[config.mk]
export PLATFORM = sky130hd
export DESIGN_NAME = base64_codec_unit
export DESIGN_NICKNAME = d
export VERILOG_FILES = /design/src/hw/rtl/b64c_pkg.sv /design/src/hw/rtl/b64c_front.sv /design/src/hw/rtl/b64c_queue.sv /design/src/hw/rtl/b64c_back.sv /design/src/hw/rtl/base64_codec_unit.sv
export SDC_FILE = /design/constraint.sdc
export NUM_CORES = 1
export LEC_CHECK = 0
export BUFFER_PORTS_ARGS = -buffer_cell sky130_fd_sc_hd__buf_2
export CORE_ASPECT_RATIO = 0.7
export CORE_MARGIN = 1.5
export CORE_UTILIZATION = 63
export DETAILED_ROUTE_END_ITERATION = 7
export PLACE_DENSITY = 0.86
export SYNTH_ARGS = -nofsm -noshare
export SYNTH_HDL_FRONTEND = slang
export SYNTH_HIERARCHICAL = 1
export SYNTH_SLANG_ARGS = --single-unit
[constraint.sdc]
create_clock -name clk -period 6.8 [get_ports clk]
set_input_delay 2.04 -clock clk [delete_from_list [all_inputs] [get_ports clk]]
set_output_delay 2.04 -clock clk [all_outputs]
set_load 0.1 [all_outputs]
[src/hw/rtl/b64c_pkg.sv]
// ---------------------------------------------------------------------------
// b64c_pkg
// types, character codes and alphabet functions of the base64 codec
// ---------------------------------------------------------------------------
`default_nettype none

package b64c_pkg;

  localparam logic [7:0] CHAR_UC_A  = 8'h41;
  localparam logic [7:0] CHAR_UC_Z  = 8'h5a;
  localparam logic [7:0] CHAR_LC_A  = 8'h61;
  localparam logic [7:0] CHAR_LC_Z  = 8'h7a;
  localparam logic [7:0] CHAR_ZERO  = 8'h30;
  localparam logic [7:0] CHAR_NINE  = 8'h39;
  localparam logic [7:0] CHAR_PLUS  = 8'h2b;
  localparam logic [7:0] CHAR_SLASH = 8'h2f;
  localparam logic [7:0] CHAR_PAD   = 8'h3d;

  localparam logic MODE_ENCODE = 1'b0;
  localparam logic MODE_DECODE = 1'b1;

  // one unit of work handed from the front to the back
  typedef struct packed {
    logic        mode;      // encode or decode
    logic [23:0] data;      // three bytes (encode input or decoded output)
    logic [1:0]  last_idx;  // index of the last result of this job
    logic [2:0]  nchar;     // encode: characters before padding
    logic        msg_end;   // job closes the message
  } job_t;

  // {invalid, value}
  function automatic logic [6:0] sextet_of(input logic [7:0] c);
    logic [6:0] r;
    r = 7'h40;
    if (c >= CHAR_UC_A && c <= CHAR_UC_Z) r = {1'b0, 6'(c - CHAR_UC_A)};
    else if (c >= CHAR_LC_A && c <= CHAR_LC_Z) r = {1'b0, 6'(c - CHAR_LC_A + 8'd26)};
    else if (c >= CHAR_ZERO && c <= CHAR_NINE) r = {1'b0, 6'(c - CHAR_ZERO + 8'd52)};
    else if (c == CHAR_PLUS) r = 7'd62;
    else if (c == CHAR_SLASH) r = 7'd63;
    return r;
  endfunction

  function automatic logic [7:0] char_of(input logic [5:0] s);
    logic [7:0] r;
    r = CHAR_SLASH;
    if (s < 6'd26) r = CHAR_UC_A + {2'b00, s};
    else if (s < 6'd52) r = CHAR_LC_A + {2'b00, s} - 8'd26;
    else if (s < 6'd62) r = CHAR_ZERO + {2'b00, s} - 8'd52;
    else if (s == 6'd62) r = CHAR_PLUS;
    return r;
  endfunction

endpackage

`default_nettype wire

[src/hw/rtl/b64c_front.sv]
// ---------------------------------------------------------------------------
// b64c_front
// takes items, keeps group state and forms jobs for the back
// ---------------------------------------------------------------------------
`default_nettype none

module b64c_front (
  input  wire logic            clk,
  input  wire logic            rst_n,
  input  wire logic            cfg_we,
  input  wire logic            cfg_mode,
  input  wire logic            accept,
  input  wire logic [7:0]      in_byte,
  input  wire logic            in_message_end,
  output b64c_pkg::job_t       job,
  output logic                 job_valid
);

  logic       mode_r, mode_nxt;
  logic [7:0] buf_r [3];
  logic [7:0] buf_nxt [3];
  logic [1:0] count_r, count_nxt;
  logic       stopped_r, stopped_nxt;

  logic [1:0] ce;
  logic [2:0] cn;
  logic [6:0] sx;
  logic [1:0] dc;

  always_comb begin
    mode_nxt    = mode_r;
    buf_nxt     = buf_r;
    count_nxt   = count_r;
    stopped_nxt = stopped_r;
    job         = '0;
    job_valid   = 1'b0;
    ce          = '0;
    cn          = '0;
    dc          = count_r;
    sx          = b64c_pkg::sextet_of(in_byte);
    if (cfg_we) begin
      mode_nxt    = cfg_mode;
      buf_nxt     = '{default: 8'h00};
      count_nxt   = '0;
      stopped_nxt = 1'b0;
    end else if (accept) begin
      job.mode    = mode_r;
      job.msg_end = in_message_end;
      if (mode_r == b64c_pkg::MODE_ENCODE) begin
        ce = (count_r > 2'd2) ? 2'd0 : count_r;
        case (ce)
          2'd0:    buf_nxt[0] = in_byte;
          2'd1:    buf_nxt[1] = in_byte;
          default: buf_nxt[2] = in_byte;
        endcase
        cn = {1'b0, ce} + 3'd1;
        job.last_idx = 2'd3;
        if (cn == 3'd3) begin
          job.data  = {buf_r[0], buf_r[1], in_byte};
          job.nchar = 3'd4;
          job_valid = 1'b1;
          count_nxt = '0;
        end else begin
          count_nxt = cn[1:0];
          if (in_message_end) begin
            job.data  = {buf_nxt[0], (cn == 3'd2) ? buf_nxt[1] : 8'h00, 8'h00};
            job.nchar = cn + 3'd1;
            job_valid = 1'b1;
          end
        end
      end else begin
        if (!stopped_r) begin
          if (sx[6]) begin
            stopped_nxt = 1'b1;
          end else if (count_r == 2'd3) begin
            job.data     = {buf_r[0][5:0], buf_r[1][5:0], buf_r[2][5:0], sx[5:0]};
            job.last_idx = 2'd2;
            job_valid    = 1'b1;
            dc           = '0;
          end else begin
            case (count_r)
              2'd0:    buf_nxt[0] = {2'b00, sx[5:0]};
              2'd1:    buf_nxt[1] = {2'b00, sx[5:0]};
              default: buf_nxt[2] = {2'b00, sx[5:0]};
            endcase
            dc = count_r + 2'd1;
          end
        end
        count_nxt = dc;
        // flush of a partial group at message end
        if (in_message_end && dc >= 2'd2) begin
          job.data     = {buf_nxt[0][5:0], buf_nxt[1][5:0],
                          (dc == 2'd3) ? buf_nxt[2][5:0] : 6'h00, 6'h00};
          job.last_idx = dc - 2'd2;
          job_valid    = 1'b1;
        end
      end
      if (in_message_end) begin
        buf_nxt     = '{default: 8'h00};
        count_nxt   = '0;
        stopped_nxt = 1'b0;
      end
    end
  end

  always_ff @(posedge clk) begin
    if (!rst_n) begin
      mode_r    <= b64c_pkg::MODE_ENCODE;
      buf_r     <= '{default: 8'h00};
      count_r   <= '0;
      stopped_r <= 1'b0;
    end else begin
      mode_r    <= mode_nxt;
      buf_r     <= buf_nxt;
      count_r   <= count_nxt;
      stopped_r <= stopped_nxt;
    end
  end

endmodule

`default_nettype wire

[src/hw/rtl/b64c_queue.sv]
// ---------------------------------------------------------------------------
// b64c_queue
// small job queue between front and back
// ---------------------------------------------------------------------------
`default_nettype none

module b64c_queue #(
  parameter int DEPTH = 4
) (
  input  wire logic           clk,
  input  wire logic           rst_n,
  input  wire logic           wr_en,
  input  wire b64c_pkg::job_t wr_job,
  input  wire logic           rd_en,
  output b64c_pkg::job_t      rd_job,
  output logic                q_empty,
  output logic                q_full
);

  localparam int PW = (DEPTH > 1) ? $clog2(DEPTH) : 1;
  localparam int CW = $clog2(DEPTH + 1);

  b64c_pkg::job_t entry_r [DEPTH];
  logic [PW-1:0]  wr_ptr_r, wr_ptr_nxt;
  logic [PW-1:0]  rd_ptr_r, rd_ptr_nxt;
  logic [CW-1:0]  count_r, count_nxt;

  assign rd_job  = entry_r[rd_ptr_r];
  assign q_empty = (count_r == '0);
  assign q_full  = (count_r == CW'(DEPTH));

  always_comb begin
    wr_ptr_nxt = wr_ptr_r;
    rd_ptr_nxt = rd_ptr_r;
    count_nxt  = count_r;
    if (wr_en) wr_ptr_nxt = (wr_ptr_r == PW'(DEPTH - 1)) ? '0 : wr_ptr_r + 1'b1;
    if (rd_en) rd_ptr_nxt = (rd_ptr_r == PW'(DEPTH - 1)) ? '0 : rd_ptr_r + 1'b1;
    if (wr_en && !rd_en) count_nxt = count_r + 1'b1;
    else if (rd_en && !wr_en) count_nxt = count_r - 1'b1;
  end

  always_ff @(posedge clk) begin
    if (!rst_n) begin
      wr_ptr_r <= '0;
      rd_ptr_r <= '0;
      count_r  <= '0;
    end else begin
      wr_ptr_r <= wr_ptr_nxt;
      rd_ptr_r <= rd_ptr_nxt;
      count_r  <= count_nxt;
    end
  end

  always_ff @(posedge clk) begin
    if (wr_en) entry_r[wr_ptr_r] <= wr_job;
  end

endmodule

`default_nettype wire

[src/hw/rtl/b64c_back.sv]
// ---------------------------------------------------------------------------
// b64c_back
// steps a job one result per cycle into the output register while it is free or popped
// ---------------------------------------------------------------------------
`default_nettype none

module b64c_back (
  input  wire logic            clk,
  input  wire logic            rst_n,
  input  wire b64c_pkg::job_t  head,
  input  wire logic            head_valid,
  output logic                 head_done,
  input  wire logic            pop,
  output logic                 empty,
  output logic [7:0]           out_byte,
  output logic                 out_last_of_run,
  output logic                 out_final_result
);

  logic [1:0] idx_r, idx_nxt;
  logic       valid_r, valid_nxt;
  logic [7:0] byte_r, byte_nxt;
  logic       last_r, last_nxt;
  logic       final_r, final_nxt;

  logic       take;
  logic       load;
  logic       is_last;
  logic [5:0] sext;
  logic [7:0] dbyte;

  assign take    = pop && valid_r;
  assign load    = head_valid && (!valid_r || take);
  assign is_last = (idx_r == head.last_idx);
  assign head_done = load && is_last;

  always_comb begin
    case (idx_r)
      2'd0:    sext = head.data[23:18];
      2'd1:    sext = head.data[17:12];
      2'd2:    sext = head.data[11:6];
      default: sext = head.data[5:0];
    endcase
    case (idx_r)
      2'd0:    dbyte = head.data[23:16];
      2'd1:    dbyte = head.data[15:8];
      default: dbyte = head.data[7:0];
    endcase
  end

  always_comb begin
    idx_nxt   = idx_r;
    valid_nxt = valid_r;
    byte_nxt  = byte_r;
    last_nxt  = last_r;
    final_nxt = final_r;
    if (take) valid_nxt = 1'b0;
    if (load) begin
      valid_nxt = 1'b1;
      idx_nxt   = is_last ? 2'd0 : idx_r + 2'd1;
      last_nxt  = is_last;
      final_nxt = is_last && head.msg_end;
      if (head.mode == b64c_pkg::MODE_ENCODE) begin
        byte_nxt = ({1'b0, idx_r} < head.nchar) ? b64c_pkg::char_of(sext)
                                                : b64c_pkg::CHAR_PAD;
      end else begin
        byte_nxt = dbyte;
      end
    end
  end

  always_ff @(posedge clk) begin
    if (!rst_n) begin
      idx_r   <= '0;
      valid_r <= 1'b0;
    end else begin
      idx_r   <= idx_nxt;
      valid_r <= valid_nxt;
    end
  end

  always_ff @(posedge clk) begin
    byte_r  <= byte_nxt;
    last_r  <= last_nxt;
    final_r <= final_nxt;
  end

  assign empty            = !valid_r;
  assign out_byte         = byte_r;
  assign out_last_of_run  = last_r;
  assign out_final_result = final_r;

endmodule

`default_nettype wire

[src/hw/rtl/base64_codec_unit.sv]
// ---------------------------------------------------------------------------
// base64_codec_unit
// streaming base64 encoder / decoder with queue-style channels
// ---------------------------------------------------------------------------
// usage
//   cfg_we / cfg_mode: mode select (0 encode, 1 decode); a write also clears
//   the group state, so write it only while the block is idle
//   input side: drive in_byte / in_message_end with push; an item is taken
//   at a clock edge with push high and full low
//   result side: out_byte, out_last_of_run and out_final_result are valid
//   while empty is low; the item is taken at an edge with pop high
//   encode: three bytes give four characters; message end flushes a partial
//   group as two or three characters plus '=' padding
//   decode: four characters give three bytes; '=' or a foreign character
//   stops decoding until message end
//   timing: an item is taken every cycle while the job queue has room; the
//   first result of an item passes the job queue, then the output register
//   results leave one per cycle while pop is high, so the back unit's output
//   register sets the rate: an encode group gives four results per three items
//   a stalled receiver holds the output register; the queue then fills and
//   raises full after QUEUE_DEPTH jobs
//   reset (rst_n low, synchronous) selects encode, clears group state,
//   empties the queue and the output register
// ---------------------------------------------------------------------------
`default_nettype none

module base64_codec_unit #(
  parameter int QUEUE_DEPTH = 4
) (
  input  wire logic       clk,
  input  wire logic       rst_n,
  // configuration
  input  wire logic       cfg_we,
  input  wire logic       cfg_mode,
  // input channel
  input  wire logic       push,
  output logic            full,
  input  wire logic [7:0] in_byte,
  input  wire logic       in_message_end,
  // result channel
  output logic            empty,
  input  wire logic       pop,
  output logic [7:0]      out_byte,
  output logic            out_last_of_run,
  output logic            out_final_result
);

  b64c_pkg::job_t new_job;
  b64c_pkg::job_t head_job;
  logic           new_job_valid;
  logic           in_take;
  logic           q_empty;
  logic           head_done;

  // an item is taken whenever the queue has room for its job
  assign in_take = push && !full;

  // front: group collection, classification, job forming
  b64c_front u_front (
    .clk            (clk),
    .rst_n          (rst_n),
    .cfg_we         (cfg_we),
    .cfg_mode       (cfg_mode),
    .accept         (in_take),
    .in_byte        (in_byte),
    .in_message_end (in_message_end),
    .job            (new_job),
    .job_valid      (new_job_valid)
  );

  // decoupling queue; items that make no result write nothing
  b64c_queue #(
    .DEPTH (QUEUE_DEPTH)
  ) u_queue (
    .clk     (clk),
    .rst_n   (rst_n),
    .wr_en   (in_take && new_job_valid),
    .wr_job  (new_job),
    .rd_en   (head_done),
    .rd_job  (head_job),
    .q_empty (q_empty),
    .q_full  (full)
  );

  // back: emits each job's results in order through the output register
  b64c_back u_back (
    .clk              (clk),
    .rst_n            (rst_n),
    .head             (head_job),
    .head_valid       (!q_empty),
    .head_done        (head_done),
    .pop              (pop),
    .empty            (empty),
    .out_byte         (out_byte),
    .out_last_of_run  (out_last_of_run),
    .out_final_result (out_final_result)
  );

endmodule

`default_nettype wire

==> results of run 1 <==
==> flip-flops by register name, summed over array words and instances, names as in the netlist, 2 cells and up, named ones only <==
| register | count |
|---|---|
| u_queue/entry_r | 124 |
| u_front/buf_r | 22 |
| u_back/out_byte | 8 |
| u_queue/count_r | 3 |
| u_back/idx_r | 2 |
| u_front/count_r | 2 |
| u_queue/rd_ptr_r | 2 |
| u_queue/wr_ptr_r | 2 |
==> cell families after synthesis <==
family	after synthesis
compound gates	225
simple gates	224
flops	172
buf+inv	94
mux	62
fa+ha+maj	31
xor+xnor	8
==> power by group <==
| group | total (µW) | internal, µW | switching [µW] |
|---|---|---|---|
| Combinational | 1160 | 337 | 821 |
| Clock | 955 | 532 | 423 |
| Sequential | 1280 | 1220 | 55.8 |
==> cell usage after synthesis (19+ instances only) <==
cell type | number | area (µm²)
edfxtp_1 | 134 | 4020
nand2_1 | 71 | 267
nor2_1 | 48 | 180
a21oi_1 | 47 | 235
inv_1 | 42 | 158
dfxtp_1 | 38 | 761
ha_1 | 30 | 375
mux4_2 | 30 | 676
clkbuf_1 | 29 | 109
o21ai_0 | 29 | 145
a221oi_1 | 25 | 219
mux2i_1 | 24 | 240
nor3_1 | 24 | 120
nand3_1 | 19 | 95.1
==> worst min-delay path by stage <==
stage / to / cells past startpoint / start / slack [ns]
floorplan: u_front/buf_r[14]$_SDFFE_PP0P_ / 1 / u_front/buf_r[14]$_SDFFE_PP0P_ / 0.44
CTS: u_front/buf_r[22]$_SDFFE_PP0P_ / 2 / u_front/buf_r[22]$_SDFFE_PP0P_ / 0.49
global placement: u_front/buf_r[22]$_SDFFE_PP0P_ / 2 / u_front/buf_r[22]$_SDFFE_PP0P_ / 0.47
global route: u_front/buf_r[15]$_SDFFE_PP0P_ / 1 / u_front/buf_r[15]$_SDFFE_PP0P_ / 0.53
finish: u_front/buf_r[22]$_SDFFE_PP0P_ / 2 / u_front/buf_r[22]$_SDFFE_PP0P_ / 0.50
detailed placement: u_front/buf_r[5]$_SDFFE_PP0P_ / 2 / u_front/buf_r[5]$_SDFFE_PP0P_ / 0.48
==> per-layer routing <==
metal | global-route usage [%] | routed length, µm
met2 | 50.3 | 11500
met4 | 15.1 | 872
met5 | 0.333 | 0
met3 | 10.0 | 3410
met1 | 49.4 | 10800
==> worst max-delay path, cell delays in order <==
cell      delay [ns]
buf_2           0.28
inv_1           0.16
ha_1            0.27
nand2b_1        0.23
a31oi_1         0.48
a22oi_2         0.33
mux2i_1         0.21
nand2_1         0.12
nor2_1          0.06
nor3_1          0.16
and3b_1         0.32
ha_1            0.22
inv_1           0.06
fa_1            0.37
xor2_1          0.18
or3_1           0.30
a21boi_0        0.16
==> cell usage in the layout, fill, tap and decap left out, types with 15 or more instances in the layout <==
master	netlist	layout
buf_2	7	26
mux4_2	30	30
edfxtp_1	134	134
nand2_1	71	71
nor2b_1	15	15
mux2i_1	24	24
o21ai_0	29	29
a221oi_1	25	25
a21oi_1	47	47
nor2_1	48	48
inv_1	42	42
dfxtp_1	38	37
nor3_1	24	24
nand3_1	19	19
clkbuf_16	0	19
ha_1	30	30
==> metrics by stage <==
step           instance area (µm²)  setup slack, ns  cells
2_1_floorplan                 9500             1.23    816
3_5_place_dp                  9680            0.811    998
5_1_grt                      10300            0.907   1030
4_1_cts                      10300             1.26   1030
3_3_place_gp                  9680            0.959    998
6_report                     10300             1.18   1030
==> layout make-up <==
cell class / instances / area share (%)
flip-flops and latches: 172 / 46.6
multi-input cells: 550 / 41.6
clock buffers: 21 / 4.80
well taps: 195 / 2.38
repair buffers: 38 / 2.14
inverters: 43 / 1.57
clock inverters: 11 / 0.914
==> metrics.md, run 1 <==
| Metric | Value |
|---|---|
| Total power | `3390 µW` |
| Die Wd | `150 µm` |
| Hold_ws | `roughly 0.5 ns` |
| Num ports | `27` |
| GRT Util Overall | `34.9%` |
| Number of remaining DRC errors | `1` |
| CP Capture Type | `flip-flop` |
| Final core occ | `a little over two thirds` |
| Simple-gate share of the synthesized area | `around 11%` |
| CTS resizes | `0` |
| Final ANT Viol Nets | `0` |
| Synth Cell Area | `roughly 9500 µm²` |
| Clock transition at the registers of the reported paths | `about 0.07 ns` |
| Register area share after synthesis | `between 50% and 60%` |
| CTS max path bufs | `2` |
| Mapped Cells | `between 800 and 900` |
| Largest net degree at the start of global routing | `51` |
| Worst skew pair latency | `approximately 0.44 ns` |
| Antenna cells | `0` |
| FF-to-FF path depth | `10` |
| GPL Wtd Cong | `0.961` |
| Area of the multi-input gates | `~4300 µm²` |
| Final #Nets | `just under 900` |
| DR iter-0 viols | `approximately 1200` |
| Initial antenna violation count | `0` |
| Overflow after GRT | `0` |
| Detail Placement HPWL | `roughly 18000 µm` |
| Max Freq | `between 150 and 200 MHz` |
| Hold Path Class | `reg2reg` |
| Port bufs | `26` |
| Vias | `roughly 7400` |
| Fill count | `slightly above 1000` |
| Failing checks | `design-rule violations` |
| WP data arrival | `between 5 and 6 ns` |
| Root buffer cell | `clkbuf_16` |
| Setup TNS | `0 ns` |
| PwrDens | `roughly 330 nW/µm²` |
| P&R area growth vs syn | `8.06%` |
| First drt pass iteration count | `8` |
| Layout cells sized above 1 | `between 10% and 20%` |
| Final WL | `26600 µm` |
| Die area | `between 15000 and 20000 µm²` |
| CP Data Required Time | `7.16 ns` |
| First-pass GRT wire length | `40800 µm` |
| Routed vias/inst | `7.22` |
| Static leakage | `0.00352 µW` |
| Setup crit end | `u_queue/count_r[2]$_SDFFE_PN0P_` |
| Adder-Cell Fraction of Synth Area | `4.16%` |
| Synth Area in XOR/XNOR | `less than 1%` |
| R2R Setup Slk | `roughly 2.4 ns` |
| Register Area | `4790 µm²` |
| Count of final hold-check violations | `0` |
| Slew Viols, Final | `0` |
| Rows | `37` |
| Initial core utilization | `64.6%` |
| Rel. slew slack | `about 30%` |
| H-tree lvl count | `4` |
| Number of max-cap violations | `0` |
| Unrepaired setup endpoints after global routing | `false` |
| Synth Area per Inst | `about 12 µm²` |
| Synth warnings | `6` |
| Highest net fanout along the worst path | `14` |
| Cts hold-fix bufs | `0` |
| Period utilisation layout | `between 80 and 90%` |
| Postcts setup bufs | `0` |
| Peak supply drop | `between 0.00015 and 0.0002 V` |
| Synth Net Count | `around 860` |
| Core footprint | `~15000 µm²` |
| Synth unique cells | `between 80 and 90` |
| CTS tree | `built` |
| Fin crit period | `~5.6 ns` |
| Multiplexer share of the synthesized area | `a little over a tenth` |
| Crit path from | `in_byte[0]` |
| Main synth FF type | `edfxtp_1` |
| Largest family of logic cells by synthesized area | `compound AO/OA/AOI/OAI gates` |
| Clock sinks | `around 170` |
| Outcome | `finished, violations left` |
| Worst slew pin tran | `around 1.1 ns` |
| Worst clock skew | `0.0114 ns` |
| CTS buffer count | `17` |
| Synth Area in Compound Gates | `between 10% and 20%` |
| Die height | `106 µm` |
| Type of the worst setup path | `in2reg` |
| Post-synth EDFFs | `~130` |
| DR WL/cell | `~26 µm` |
| Flops & latches, synth | `172` |
| FF-to-FF End | `u_back/out_byte[4]$_DFFE_PP_` |
| Vias in the first global route | `between 7000 and 8000` |
| Final Setup Violations | `0` |
| CP Launch Type | `input port` |
| Ys async rst share | `0%` |
(Power assumes the default switching activity.)
==> run 2: changes to the inputs <==
--- a/config.mk
+++ b/config.mk
@@ -5,12 +5,13 @@
 export SDC_FILE = /design/constraint.sdc
 export NUM_CORES = 1
 export LEC_CHECK = 0
+export ABC_AREA = 1
 export BUFFER_PORTS_ARGS = -buffer_cell sky130_fd_sc_hd__buf_2
 export CORE_ASPECT_RATIO = 0.7
 export CORE_MARGIN = 1.5
-export CORE_UTILIZATION = 63
+export CORE_UTILIZATION = 57
 export DETAILED_ROUTE_END_ITERATION = 7
-export PLACE_DENSITY = 0.86
+export PLACE_DENSITY = 0.83
 export SYNTH_ARGS = -nofsm -noshare
 export SYNTH_HDL_FRONTEND = slang
 export SYNTH_HIERARCHICAL = 1
==> constraint.sdc (replaced) <==
create_clock -name clk -period 5.1 [get_ports clk]
set_input_delay 1.53 -clock clk [delete_from_list [all_inputs] [get_ports clk]]
set_output_delay 1.53 -clock clk [all_outputs]
set_load 0.1 [all_outputs]
==> run 2 against run 1 <==
Against the previous run: the run now ends clean; via count rose by 15%; clock power rose by 39%; sequential cell count did not move; global-route usage fell by 4.0 points; largest power group is now combinational logic.
==> metrics.md, run 2 <==
| Metric | Value |
|---|---|
| CTS max path bufs | `2 (unchanged)` |
| First drt pass iteration count | `6 (-2)` |
| Worst hold path cell count | `2 (unchanged)` |
| R2R Setup Slk | `1.75 ns (-0.66 ns)` |
| Commonest cells after routing, fill and taps aside | `nand2_1, nor2_1, edfxtp_1` |
| Rows | `39 (+5.4%)` |
| Sw Pwr | `2390 µW (+84%)` |
| Slew Viols, Final | `0 (unchanged)` |
| Initial antenna violation count | `0 (unchanged)` |
| GR Layer Usage met3 | `8.94% (-1.1 points)` |
| Mapped Cells | `1164 (+43%)` |
| Post-synth EDFFs | `134 (unchanged)` |
| Final WS setup | `0.786 ns (-0.397 ns)` |
| Register Area | `4790 µm² (unchanged)` |
| DR iter-0 viols | `1155 (-1.6%)` |
| Peak supply drop | `0.000492 V (+160%)` |
| Most common cell after layout, fill and taps aside | `nand2_1` |
| Area contributors post-synth | `edfxtp_1, nand2_1, dfxtp_1` |
| Most frequent cells after synthesis | `nand2_1, nor2_1, edfxtp_1` |
| Vias in the first global route | `7725 (+7.0%)` |
| Area of the multi-input gates | `4240 µm² (-0.73%)` |
| Final WL | `27100 µm (+2.2%)` |
| Ys async rst share | `0% (unchanged)` |
| Post-Place Worst Slack | `0.427 ns (-0.384 ns)` |
| Gate power share | `43.8% (+9.6 points)` |
| Final ANT Viol Nets | `0 (unchanged)` |
| CTS buffer count | `17 (unchanged)` |
| DR WL/cell | `19.2 µm (-26%)` |
| Final #Nets | `1224 (+41%)` |
| Worst skew pair latency | `0.43 ns (about the same)` |
| Fin crit period | `between 4 and 5 ns` |
| First-pass GRT wire length | `42700 µm (+4.7%)` |
| Type of the worst setup path | `in2reg` |
| Die height | `113 µm (+6.7%)` |
| Rel. slew slack | `43.1% (+13 points)` |
| Worst slew pin tran | `0.853 ns (-0.199 ns)` |
| GPL Wtd Cong | `1.07 (+11%)` |
| Die area | `18000 µm² (+14%)` |
| Hold Path Class | `reg2reg` |
| Synth warnings | `6 (unchanged)` |
| Detail Placement HPWL | `18500 µm (+2.2%)` |
| CP Launch Type | `input port` |
| Synth Cell Area | `9820 µm² (+3.4%)` |
| Area leader, netlist | `edfxtp_1` |
| Routed vias/inst | `6.02 (-17%)` |
| Worst clock skew | `0.0177 ns (+0.00631 ns)` |
| Cts hold-fix bufs | `0 (unchanged)` |
| Grt met2 use | `44.2% (-6.1 points)` |
| CTS resizes | `0 (unchanged)` |
| Top reg by flops | `u_queue/entry_r` |
| CP Data Required Time | `5.44 ns (-1.72 ns)` |
| Count of final hold-check violations | `0 (unchanged)` |
| Hold_ws | `0.491 ns (-0.0116 ns)` |
| Register area share after synthesis | `48.7% (-1.6 points)` |
| GRT Util Overall | `30.9% (-4.0 points)` |
| Overflow after GRT | `0 (unchanged)` |
| Die Wd | `160 µm (+6.7%)` |
| PwrDens | `512 nW/µm² (+55%)` |
| Number of max-cap violations | `0 (unchanged)` |
| M1 GR Usage | `45.9% (-3.5 points)` |
| Synth unique cells | `46 (-44%)` |
| Setup TNS | `0 ns (unchanged)` |
| FF-to-FF path depth | `16 (+6)` |
| WP data arrival | `4.65 ns (-1.33 ns)` |
| Static leakage | `0.00425 µW (+21%)` |
| Global route hottest layer | `met1` |
| Antenna cells | `0 (unchanged)` |
| Main synth FF type | `edfxtp_1` |
| Clock transition at the registers of the reported paths | `0.07 ns (about the same)` |
| Synth Net Count | `1210 (+40%)` |
| Num ports | `27 (unchanged)` |
| CP Capture Type | `flip-flop` |
| Flops & latches, synth | `172 (unchanged)` |
| Final core occ | `64.0% (-5.7 points)` |
| Layout cells sized above 1 | `10.7% (-4.6 points)` |
| Root buffer cell | `clkbuf_16` |
| Highest net fanout along the worst path | `10 (-4)` |
| Port bufs | `26 (unchanged)` |
| Vias | `8520 (+15%)` |
| Most frequent cell after synthesis | `nand2_1` |
| Largest net degree at the start of global routing | `63 (+24%)` |
| Fill count | `1373 (+33%)` |
| Number of remaining DRC errors | `0 (-1)` |
| Period utilisation layout | `a little over four fifths` |
| Power share of the clock group | `24.5% (-3.7 points)` |
| Initial core utilization | `59.2% (-5.3 points)` |
| Final Setup Violations | `0 (unchanged)` |
| Sequential power share | `31.8% (-5.9 points)` |
| Synth Area per Inst | `8.44 µm² (-28%)` |
| Outcome | `finished clean` |
| HP Start | `u_front/buf_r[23]$_SDFFE_PP0P_` |
| Hold Path End | `u_front/buf_r[23]$_SDFFE_PP0P_` |
| Clock sinks | `172 (unchanged)` |
| P&R area growth vs syn | `8.10% (about the same)` |
| Core footprint | `16600 µm² (+13%)` |
| H-tree lvl count | `4 (unchanged)` |
| Largest register FFs | `124 (unchanged)` |
| Max Freq | `232 MHz` |
| Internal Power | `3050 µW (+46%)` |
| Unrepaired setup endpoints after global routing | `false` |
| CTS tree | `built` |
| Area share of the largest cell type after synthesis | `41.0% (-1.4 points)` |
| Sw Ratio | `43.9% (+5.5 points)` |
| Postcts setup bufs | `0 (unchanged)` |
| FF-to-FF End | `u_back/out_byte[0]$_DFFE_PP_` |
[run 2: changes by cell type after synthesis, moves of 15 or more]
cell	delta
a221oi_1	-15
nor2_1	+110
mux2i_1	-24
inv_1	+60
nor3_1	-17
mux4_2	-30
nand2_1	+175
o22ai_1	+26
o21ai_1	+59
o21ai_0	+49
nor2b_1	-15
nand3_1	+49
clkbuf_1	-15
[run 2: worst max path at each step]
stage	start	depth (start not counted)	to	slack [ns]
after floorplan	u_queue/count_r[0]$_SDFFE_PN0P_	18	u_queue/count_r[1]$_SDFFE_PN0P_	0.46
after global placement	in_byte[3]	22	u_queue/count_r[2]$_SDFFE_PN0P_	0.56
after detailed placement	in_byte[3]	22	u_queue/count_r[2]$_SDFFE_PN0P_	0.43
after CTS	in_byte[3]	22	u_queue/count_r[2]$_SDFFE_PN0P_	0.86
after global routing	in_byte[3]	22	u_queue/count_r[2]$_SDFFE_PN0P_	0.58
final	in_byte[3]	22	u_queue/count_r[2]$_SDFFE_PN0P_	0.79
[run 2: logic make-up (layout without fill, tap and decap cells)]
logic type,after synthesis,in the layout,synth area share (%)
XOR/XNOR,7,7,0.624
flip-flops,172,172,48.7
AND/OR/NAND/NOR,526,526,23.0
AO/OA/AOI/OAI,266,266,15.5
adder cells (fa/ha/maj),31,31,4.02
buffers and inverters,162,189,8.14
[run 2: power by group through the flow]
stage / clock [µW] / sequential (µW) / combinational (µW)
2_1_floorplan: 0 / 2050 / 1570
4_1_cts: 1340 / 1730 / 2330
3_3_place_gp: 0 / 1750 / 2260
5_1_grt: 1400 / 1740 / 2600
6_report: 1330 / 1730 / 2380
3_5_place_dp: 0 / 1760 / 2310
[run 2: critical path, cell delays in order]
cell	delay, ns
buf_2	0.17
inv_1	0.29
ha_1	0.25
inv_1	0.05
a21oi_1	0.15
nand3_1	0.20
nand3_4	0.18
nand3_4	0.12
nand3_1	0.17
nand3_4	0.09
a31oi_1	0.14
inv_1	0.08
nor2_2	0.22
ha_1	0.21
inv_1	0.07
fa_1	0.40
inv_1	0.07
nand2_1	0.06
nand3_1	0.08
nand2_1	0.05
inv_1	0.05
nor2_1	0.04
[run 2: routing by layer]
metal	wire (µm)	share of wire [%]
met1	11700	43
met5	0	0
met2	11600	43
met4	359	1.3
met3	3530	13
[run 2: cell type report]
type / instances / share of cell area [%]
Sequential cell: 172 / 45.1
Tap cell: 225 / 2.65
Timing Repair Buffer: 46 / 2.64
Multi-Input combinational cell: 830 / 39.9
Clock buffer: 18 / 4.14
Clock inverter: 14 / 1.59
Inverter: 111 / 3.99
[run 2: through the flow]
step | total power, µW | instance area (µm²) | cells
floorplan | 3620 | 9820 | 1164
global route | 5740 | 10600 | 1416
CTS | 5390 | 10600 | 1416
global placement | 4010 | 10000 | 1384
detailed placement | 4070 | 10000 | 1384
finish | 5440 | 10600 | 1416
